--- config.mk ---
export PLATFORM = sky130hd
export DESIGN_NAME = nearest_k_light_select
export DESIGN_NICKNAME = d
export VERILOG_FILES = /design/src/hdl/nkls_pkg.sv /design/src/hdl/nearest_k_light_select.sv
export SDC_FILE = /design/constraint.sdc
export NUM_CORES = 2
export LEC_CHECK = 0
export ABC_AREA = 1
export BUFFER_PORTS_ARGS = -buffer_cell sky130_fd_sc_hd__buf_2
export CORE_ASPECT_RATIO = 1.5
export CORE_UTILIZATION = 60
export DETAILED_ROUTE_END_ITERATION = 8
export GPL_TIMING_DRIVEN = 0
export HOLD_SLACK_MARGIN = 0.05
export PLACE_DENSITY = 0.78
export SETUP_SLACK_MARGIN = 0.4
export SYNTH_ARGS = -nofsm -noshare
export SYNTH_HDL_FRONTEND = slang
export SYNTH_SLANG_ARGS = --single-unit
--- constraint.sdc ---
create_clock -name clk_i -period 13.95 [get_ports clk_i]
set_input_delay 0.6975 -clock clk_i [delete_from_list [all_inputs] [get_ports clk_i]]
set_output_delay 0.6975 -clock clk_i [all_outputs]
set_load 0.02 [all_outputs]
--- src/hdl/nkls_pkg.sv ---
// Shared widths, register indexes and mode codes for the nearest light selector.
`default_nettype none

package nkls_pkg;

  // Field widths of the transaction payloads.
  localparam int unsigned COORD_W    = 24;
  localparam int unsigned ID_W       = 16;
  localparam int unsigned SLOT_W     = 3;
  localparam int unsigned DIST_OUT_W = 52;

  // Magnitude of one axis delta fits 24 bits, its square 48, and three squares 50.
  localparam int unsigned MAG_W  = COORD_W;
  localparam int unsigned PROD_W = 2 * MAG_W;
  localparam int unsigned DIST_W = PROD_W + 2;

  // Default list depth.
  localparam int unsigned KEPT_MAX_DEF = 6;

  // Configuration register indexes.
  localparam int unsigned CFG_IDX_W = 2;
  localparam logic [CFG_IDX_W-1:0] REG_VIEWER_X = 2'd0;
  localparam logic [CFG_IDX_W-1:0] REG_VIEWER_Y = 2'd1;
  localparam logic [CFG_IDX_W-1:0] REG_VIEWER_Z = 2'd2;

  // Command codes on the mode field.
  localparam logic MODE_OFFER = 1'b0;
  localparam logic MODE_FLUSH = 1'b1;

  // Axis selector codes for the shared squaring unit.
  localparam logic [1:0] AXIS_X = 2'd0;
  localparam logic [1:0] AXIS_Y = 2'd1;
  localparam logic [1:0] AXIS_Z = 2'd2;

endpackage : nkls_pkg

`default_nettype wire

--- src/hdl/nearest_k_light_select.sv ---
// Top level: keeps the KEPT_MAX lights nearest to the viewer, sorted by squared distance.
// An offer passes three times through one shared 24x24 squaring unit (difference, multiply,
// accumulate), then scans with one comparator, one entry a cycle, stopping at most past the n
// stored entries, and then inserts. A flush of n entries emits one registered result a cycle;
// an empty flush emits nothing and stays idle. Results cannot be stalled by the receiver.
// Reset clears the sequencer, entry count and viewer registers, but not the list entries.
`default_nettype none

module nearest_k_light_select #(
  parameter int unsigned KEPT_MAX = nkls_pkg::KEPT_MAX_DEF
) (
  input  wire logic                                clk_i,
  input  wire logic                                rst_ni,
  // Configuration write channel.
  input  wire logic                                cfg_valid_i,
  output logic                                     cfg_ready_o,
  input  wire logic [nkls_pkg::CFG_IDX_W-1:0]      cfg_index_i,
  input  wire logic [nkls_pkg::COORD_W-1:0]        cfg_data_i,
  // Command channel.
  input  wire logic                                start,
  output logic                                     busy,
  input  wire logic                                mode_i,
  input  wire logic [nkls_pkg::ID_W-1:0]           light_id_i,
  input  wire logic signed [nkls_pkg::COORD_W-1:0] center_x_i,
  input  wire logic signed [nkls_pkg::COORD_W-1:0] center_y_i,
  input  wire logic signed [nkls_pkg::COORD_W-1:0] center_z_i,
  // Result channel.
  output logic                                     result_valid_o,
  output logic [nkls_pkg::SLOT_W-1:0]              slot_index_o,
  output logic [nkls_pkg::ID_W-1:0]                kept_light_o,
  output logic [nkls_pkg::DIST_OUT_W-1:0]          dist_squared_o,
  output logic                                     last_of_run_o
);

  import nkls_pkg::*;

  localparam int unsigned CNT_W = $clog2(KEPT_MAX + 1);
  localparam int unsigned IDX_W = (KEPT_MAX > 1) ? $clog2(KEPT_MAX) : 1;

  typedef enum logic [2:0] {
    ST_IDLE,
    ST_DIFF,
    ST_MUL,
    ST_ACC,
    ST_SCAN,
    ST_INSERT,
    ST_FLUSH
  } state_e;

  // Control registers.
  state_e           state_q, state_d;
  logic [CNT_W-1:0] count_q, count_d;
  logic [CNT_W-1:0] idx_q, idx_d;
  logic [1:0]       axis_q, axis_d;
  logic             res_valid_q, res_valid_d;
  logic [SLOT_W-1:0]     slot_q, slot_d;
  logic [ID_W-1:0]       kept_q, kept_d;
  logic [DIST_OUT_W-1:0] dist_out_q, dist_out_d;
  logic                  last_q, last_d;

  // Viewer registers.
  logic signed [COORD_W-1:0] vx_q, vx_d;
  logic signed [COORD_W-1:0] vy_q, vy_d;
  logic signed [COORD_W-1:0] vz_q, vz_d;

  // Datapath registers, no reset needed.
  logic [ID_W-1:0]           id_q, id_d;
  logic signed [COORD_W-1:0] cx_q, cx_d;
  logic signed [COORD_W-1:0] cy_q, cy_d;
  logic signed [COORD_W-1:0] cz_q, cz_d;
  logic [MAG_W-1:0]          mag_q, mag_d;
  logic [PROD_W-1:0]         prod_q, prod_d;
  logic [DIST_W-1:0]         acc_q, acc_d;
  logic [ID_W-1:0]           ids_q [KEPT_MAX];
  logic [ID_W-1:0]           ids_d [KEPT_MAX];
  logic [DIST_W-1:0]         dists_q [KEPT_MAX];
  logic [DIST_W-1:0]         dists_d [KEPT_MAX];

  // Operands of the shared unit and the single list read port.
  logic signed [COORD_W-1:0] sel_c, sel_v;
  logic signed [COORD_W:0]   diff;
  logic [COORD_W:0]          diff_neg;
  logic [ID_W-1:0]           rd_id;
  logic [DIST_W-1:0]         rd_dist;
  logic [CNT_W-1:0]          idx_inc;

  assign cfg_ready_o = 1'b1;
  assign busy        = (state_q != ST_IDLE);

  assign result_valid_o = res_valid_q;
  assign slot_index_o   = slot_q;
  assign kept_light_o   = kept_q;
  assign dist_squared_o = dist_out_q;
  assign last_of_run_o  = last_q;

  assign rd_id   = ids_q[idx_q[IDX_W-1:0]];
  assign rd_dist = dists_q[idx_q[IDX_W-1:0]];
  assign idx_inc = idx_q + CNT_W'(1);

  // Axis selection for the difference step.
  always_comb begin
    case (axis_q)
      AXIS_X: begin
        sel_c = cx_q;
        sel_v = vx_q;
      end
      AXIS_Y: begin
        sel_c = cy_q;
        sel_v = vy_q;
      end
      AXIS_Z: begin
        sel_c = cz_q;
        sel_v = vz_q;
      end
      default: begin
        sel_c = cx_q;
        sel_v = vx_q;
      end
    endcase
  end

  // Absolute difference; the magnitude never exceeds 2^24 - 1.
  assign diff     = {sel_c[COORD_W-1], sel_c} - {sel_v[COORD_W-1], sel_v};
  assign diff_neg = -diff;

  // Sequencer and next-state logic.
  always_comb begin
    state_d     = state_q;
    count_d     = count_q;
    idx_d       = idx_q;
    axis_d      = axis_q;
    res_valid_d = 1'b0;
    slot_d      = slot_q;
    kept_d      = kept_q;
    dist_out_d  = dist_out_q;
    last_d      = last_q;
    vx_d        = vx_q;
    vy_d        = vy_q;
    vz_d        = vz_q;
    id_d        = id_q;
    cx_d        = cx_q;
    cy_d        = cy_q;
    cz_d        = cz_q;
    mag_d       = mag_q;
    prod_d      = prod_q;
    acc_d       = acc_q;
    ids_d       = ids_q;
    dists_d     = dists_q;

    // Configuration writes; indexes past the last register are dropped.
    if (cfg_valid_i && cfg_ready_o) begin
      case (cfg_index_i)
        REG_VIEWER_X: vx_d = cfg_data_i;
        REG_VIEWER_Y: vy_d = cfg_data_i;
        REG_VIEWER_Z: vz_d = cfg_data_i;
        default: ;
      endcase
    end

    case (state_q)
      ST_IDLE: begin
        if (start && !busy) begin
          if (mode_i == MODE_FLUSH) begin
            // An empty list flushes with no result.
            if (count_q != '0) begin
              idx_d   = '0;
              state_d = ST_FLUSH;
            end
          end else begin
            id_d    = light_id_i;
            cx_d    = center_x_i;
            cy_d    = center_y_i;
            cz_d    = center_z_i;
            axis_d  = AXIS_X;
            acc_d   = '0;
            state_d = ST_DIFF;
          end
        end
      end
      ST_DIFF: begin
        mag_d   = diff[COORD_W] ? MAG_W'(diff_neg) : MAG_W'(diff);
        state_d = ST_MUL;
      end
      ST_MUL: begin
        prod_d  = mag_q * mag_q;
        state_d = ST_ACC;
      end
      ST_ACC: begin
        acc_d = acc_q + DIST_W'(prod_q);
        if (axis_q == AXIS_Z) begin
          idx_d   = '0;
          state_d = ST_SCAN;
        end else begin
          axis_d  = axis_q + 2'd1;
          state_d = ST_DIFF;
        end
      end
      ST_SCAN: begin
        // Stop at the first entry strictly farther, or past the last entry.
        if (idx_q == count_q || rd_dist > acc_q) begin
          state_d = ST_INSERT;
        end else begin
          idx_d = idx_inc;
        end
      end
      ST_INSERT: begin
        // Shift the tail down one place and drop the farthest when full.
        if (idx_q < CNT_W'(KEPT_MAX)) begin
          for (int i = 1; i < KEPT_MAX; i++) begin
            if (CNT_W'(i) > idx_q) begin
              ids_d[i]   = ids_q[i-1];
              dists_d[i] = dists_q[i-1];
            end
          end
          ids_d[idx_q[IDX_W-1:0]]   = id_q;
          dists_d[idx_q[IDX_W-1:0]] = acc_q;
          if (count_q != CNT_W'(KEPT_MAX)) begin
            count_d = count_q + CNT_W'(1);
          end
        end
        state_d = ST_IDLE;
      end
      ST_FLUSH: begin
        res_valid_d = 1'b1;
        slot_d      = SLOT_W'(idx_q);
        kept_d      = rd_id;
        dist_out_d  = DIST_OUT_W'(rd_dist);
        last_d      = (idx_inc == count_q);
        if (idx_inc == count_q) begin
          count_d = '0;
          state_d = ST_IDLE;
        end else begin
          idx_d = idx_inc;
        end
      end
      default: begin
        state_d = ST_IDLE;
      end
    endcase
  end

  // Sequencer state, viewer registers and registered result outputs.
  always_ff @(posedge clk_i or negedge rst_ni) begin
    if (!rst_ni) begin
      state_q     <= ST_IDLE;
      count_q     <= '0;
      idx_q       <= '0;
      axis_q      <= AXIS_X;
      res_valid_q <= 1'b0;
      slot_q      <= '0;
      kept_q      <= '0;
      dist_out_q  <= '0;
      last_q      <= 1'b0;
      vx_q        <= '0;
      vy_q        <= '0;
      vz_q        <= '0;
    end else begin
      state_q     <= state_d;
      count_q     <= count_d;
      idx_q       <= idx_d;
      axis_q      <= axis_d;
      res_valid_q <= res_valid_d;
      slot_q      <= slot_d;
      kept_q      <= kept_d;
      dist_out_q  <= dist_out_d;
      last_q      <= last_d;
      vx_q        <= vx_d;
      vy_q        <= vy_d;
      vz_q        <= vz_d;
    end
  end

  // Datapath and list storage.
  always_ff @(posedge clk_i) begin
    id_q    <= id_d;
    cx_q    <= cx_d;
    cy_q    <= cy_d;
    cz_q    <= cz_d;
    mag_q   <= mag_d;
    prod_q  <= prod_d;
    acc_q   <= acc_d;
    ids_q   <= ids_d;
    dists_q <= dists_d;
  end

  // The list never holds more than its depth.
  assert property (@(posedge clk_i) disable iff (!rst_ni)
    count_q <= CNT_W'(KEPT_MAX))
  else $error("entry count exceeds list depth");

  // Results only come out of a flush.
  assert property (@(posedge clk_i) disable iff (!rst_ni)
    result_valid_o |-> $past(state_q == ST_FLUSH))
  else $error("result strobe outside a flush");

  // The last result of a flush leaves the list empty and is not followed by another.
  assert property (@(posedge clk_i) disable iff (!rst_ni)
    (result_valid_o && last_of_run_o) |-> (count_q == '0 && !busy))
  else $error("flush did not end cleanly");

  // An accepted offer always occupies the sequencer.
  assert property (@(posedge clk_i) disable iff (!rst_ni)
    (start && !busy && mode_i == MODE_OFFER) |=> (busy && state_q == ST_DIFF))
  else $error("offer transaction not started");

endmodule : nearest_k_light_select

`default_nettype wire
==> run summary <==
ROUTE
-------------------------------------------------------------------------------------
Vias after detailed routing                                                     44012
Starting DRT DRC Count                                                           4698
Final routed DRC violation total                                                   25
Total iterations of the first detailed-routing run                                  9
Total wirelength of the detailed-routed design                              170000 µm
Post-DR wirelength/cell                                                       23.3 µm
Detail-routed via count per cell                                                 6.04
Count of antenna-violating nets left after detailed routing                         0

TIMING
-------------------------------------------------------------------------------------
Clock period minus final worst setup slack                                    8.39 ns
Pins Over Slew Limit                                                                0
Part of the cycle the worst path needs                                          60.1%
Setup-failing EPs final                                                             0
Final Hold Fails                                                                    0
Worst-Margin Slew                                                             1.34 ns
Worst Clk Skew                                                              0.0527 ns
Normalized max-slew margin                                                      9.60%
RSZ-0062 raised after global routing                                            false
F_max                                                                         119 MHz
TNS Setup                                                                        0 ns

SETUP PATH
-------------------------------------------------------------------------------------
Critical path class                                                           reg2reg
Reg2reg end                                                                prod_q[44]
CP endpoint kind                                                                 flop
Reg2Reg Launch Point                                                        mag_q[17]
Critical Path Start Type                                                         flop
Largest fanout of any net on the critical path                                     10
Setup slack on the worst flop-to-flop path                                    5.56 ns
Critical path data arrival time                                               8.78 ns
Cell count of the worst reg-to-reg path                                            26
CP required                                                                  14.34 ns

GLOBAL ROUTING
-------------------------------------------------------------------------------------
Initial antenna violation count                                                     6
Tot GR Track Use                                                                38.1%
Gr ovfl total                                                                       0
Largest net degree at the start of global routing                                  94
Wire length of the first global-routing pass                                258000 µm
Via count of the first global-routing pass                                      45467

DIE
-------------------------------------------------------------------------------------
Chip width                                                                     247 µm
Standard-cell row count                                                           134
Height of the die                                                              369 µm
Effective utilization at floorplan                                              60.7%
Number of top-level pins                                                          194
Area of the die                                                            0.0912 mm²
Placeable core region                                                      0.0890 mm²

SYNTHESIS
-------------------------------------------------------------------------------------
Share of the synthesized area in compound gates (AO/OA/AOI/OAI)                 13.0%
Fraction of the mapped netlist area in simple logic gates                       11.7%
Number of synthesized flops with an enable pin                                    605
Number of standard cells after synthesis                                         5772
Share of synthesized area spent on multiplexers                                    0%
Number of library cell types mapped by synthesis                                   61
Post-synthesis register bit count                                                 759
Dominant combinational cell family by area after synthesis                adder cells
Synth async-reset ratio                                                         20.3%
Most used flip-flop cell after synthesis                                     edfxtp_1
Adder-cell share of the synthesized area                                        22.7%
Average footprint of a synthesized cell                                      9.36 µm²
Summed instance area of the synthesized netlist                            0.0540 mm²
Fraction of synthesized cell area in xor and xnor cells                         1.22%
Post-synthesis sequential area ratio                                            40.8%
Yosys synthesis warning count                                                       0

WORST HOLD PATH
-------------------------------------------------------------------------------------
Beginning of the worst hold path                                         light_id_i[6]
End of the worst hold path                                                    id_q[6]
Hold path cells                                                                     1
Class of the most critical hold timing path                                    in2reg

FINAL LAYOUT
-------------------------------------------------------------------------------------
Sequential cell area                                                       0.0220 mm²
Net count, final                                                                 6910
Commonest cells after routing, fill and taps aside                       1256 x inv_1, 1113 x nand2_1, 605 x edfxtp_1, 423 x fa_1, 396 x o21ai_0
Number of fill cells in the layout                                               7097
Layout area overhead                                                            10.2%
Fraction of layout instances using a drive strength above 1                     6.89%
Final std cells w/o fill                                                         7287
Most frequent standard cell in the layout excluding fill and tap cells          inv_1
Area of combinational cells with multiple inputs                           0.0264 mm²

RUN STATUS
-------------------------------------------------------------------------------------
Violated checks                                                                   DRC
Outcome                                                                  complete, but fails checks

CTS
-------------------------------------------------------------------------------------
Clock buffers created by TritonCTS                                                 75
Number of resized instances in the post-cts repair step                             0
Count of H-tree levels built during CTS                                             3
Clock tree from TritonCTS                                                       built
Clock latency on the worst-skew pair                                          0.69 ns
Clock Root Buffer                                                           clkbuf_16
Clk pin slew, worst setup/hold paths                                          0.07 ns
Buffer levels on the longest clock path                                             3
# clock sinks                                                                     759
Number of buffers inserted by hold repair at cts                                    1
Setup fix buffers added after clock tree synthesis                                  0

PLACEMENT
-------------------------------------------------------------------------------------
Number of cells in the design after placement                                    7140
IO buf count                                                                      190
Final weighted congestion of routability-driven global placement                 1.00
DP Wirelength                                                               131000 µm

JOB
-------------------------------------------------------------------------------------
# Max-Cap Violations                                                                0

-- worst max-delay path: stages (launching register included) --
cell and delay, ns:
edfxtp_1 0.72, clkbuf_1 0.67, nand2_1 0.25, fa_1 0.60, inv_1 0.06, fa_1 0.55, inv_1 0.06, fa_1 0.47
fa_1 0.59, inv_1 0.07, fa_1 0.48, fa_1 0.52, inv_1 0.05, fa_1 0.49, inv_1 0.05, ha_1 0.33
a21oi_1 0.19, inv_1 0.07, a21oi_1 0.35, o21ai_0 0.38, inv_1 0.14, nand2_1 0.06, a21oi_1 0.49, inv_1 0.11
nand3b_1 0.12, nand2_1 0.07, xor2_1 0.14
-- flip-flops by register name (all words and copies together), names as in the netlist, 16 cells and up --
register	count
vy_q	24
cy_q	24
dists_q	300
vx_q	24
vz_q	24
acc_q	50
id_q	16
prod_q	47
ids_q	96
dist_squared_o	50
cx_q	24
cz_q	24
mag_q	24
kept_light_o	16
-- worst max path at each step --
stage,start,end,slack (ns)
after floorplan,mag_q[2],prod_q[37],7.56
after global placement,idx_q[1],ids_q[55],5.22
after detailed placement,mag_q[14],prod_q[37],5.95
after CTS,mag_q[14],prod_q[37],5.91
after global routing,mag_q[17],prod_q[44],5.29
final,mag_q[17],prod_q[44],5.56
-- metal layers --
layer	vias to the layer above	GRT usage, %	wire (µm)
met1	20916	40.3	54200
met5	-	0	38
li1	19529	-	-
met4	2	32.1	17200
met2	2688	65.6	83400
met3	877	6.72	15200
-- cells in the mapped netlist (all sizes together), types with 25 or more instances --
master  count  area share [%]
nand2    1125             7.9
o22ai     279             3.2
ha        305             7.1
nand3     134             1.3
xor2       48            0.78
xnor2      27            0.44
a221oi     42            0.68
nand4      25            0.29
inv      1269             8.8
nor2      244             1.8
buf        59            0.56
edfxtp    605              34
dfrtp     154             7.1
o21ai     405             3.8
clkbuf    162             1.1
a221o      47            0.87
a21oi     202             1.9
fa        423              16
-- metrics by stage --
| stage | util, % | setup slack (ns) | hold slack [ns] | instance area (µm²) |
|---|---|---|---|---|
| after CTS | 66.8 | 5.91 | 0.160 | 59500 |
| after global routing | 66.8 | 5.29 | 0.156 | 59500 |
| after detailed placement | 63.9 | 5.95 | 0.436 | 56900 |
| after global placement | 63.3 | 5.22 | 0.434 | 56400 |
| after floorplan | - | 7.56 | 0.402 | 54000 |
| final | 66.8 | 5.56 | 0.175 | 59500 |
-- layout make-up --
cell class | instances | share of cell area, %
clock buffers | 90 | 3.29
multi-input cells | 3523 | 44.3
well taps | 1156 | 2.43
diodes | 5 | 0.0210
flip-flops and latches | 759 | 37.0
inverters | 1270 | 8.02
clock inverters | 50 | 0.968
plain buffers | 221 | 1.54
repair buffers | 213 | 2.40
-- cells by family after synthesis --
family / after synthesis
other: 2
buffers and inverters: 1491
and+or+nand+nor: 1576
adders and majority gates: 728
AOI/OAI and AO/OA: 1141
xor gates and xnor gates: 75
DFF: 759
Power is not shown: default switching activity piles up to over one toggle a cycle in this logic, so the estimate is an artifact.
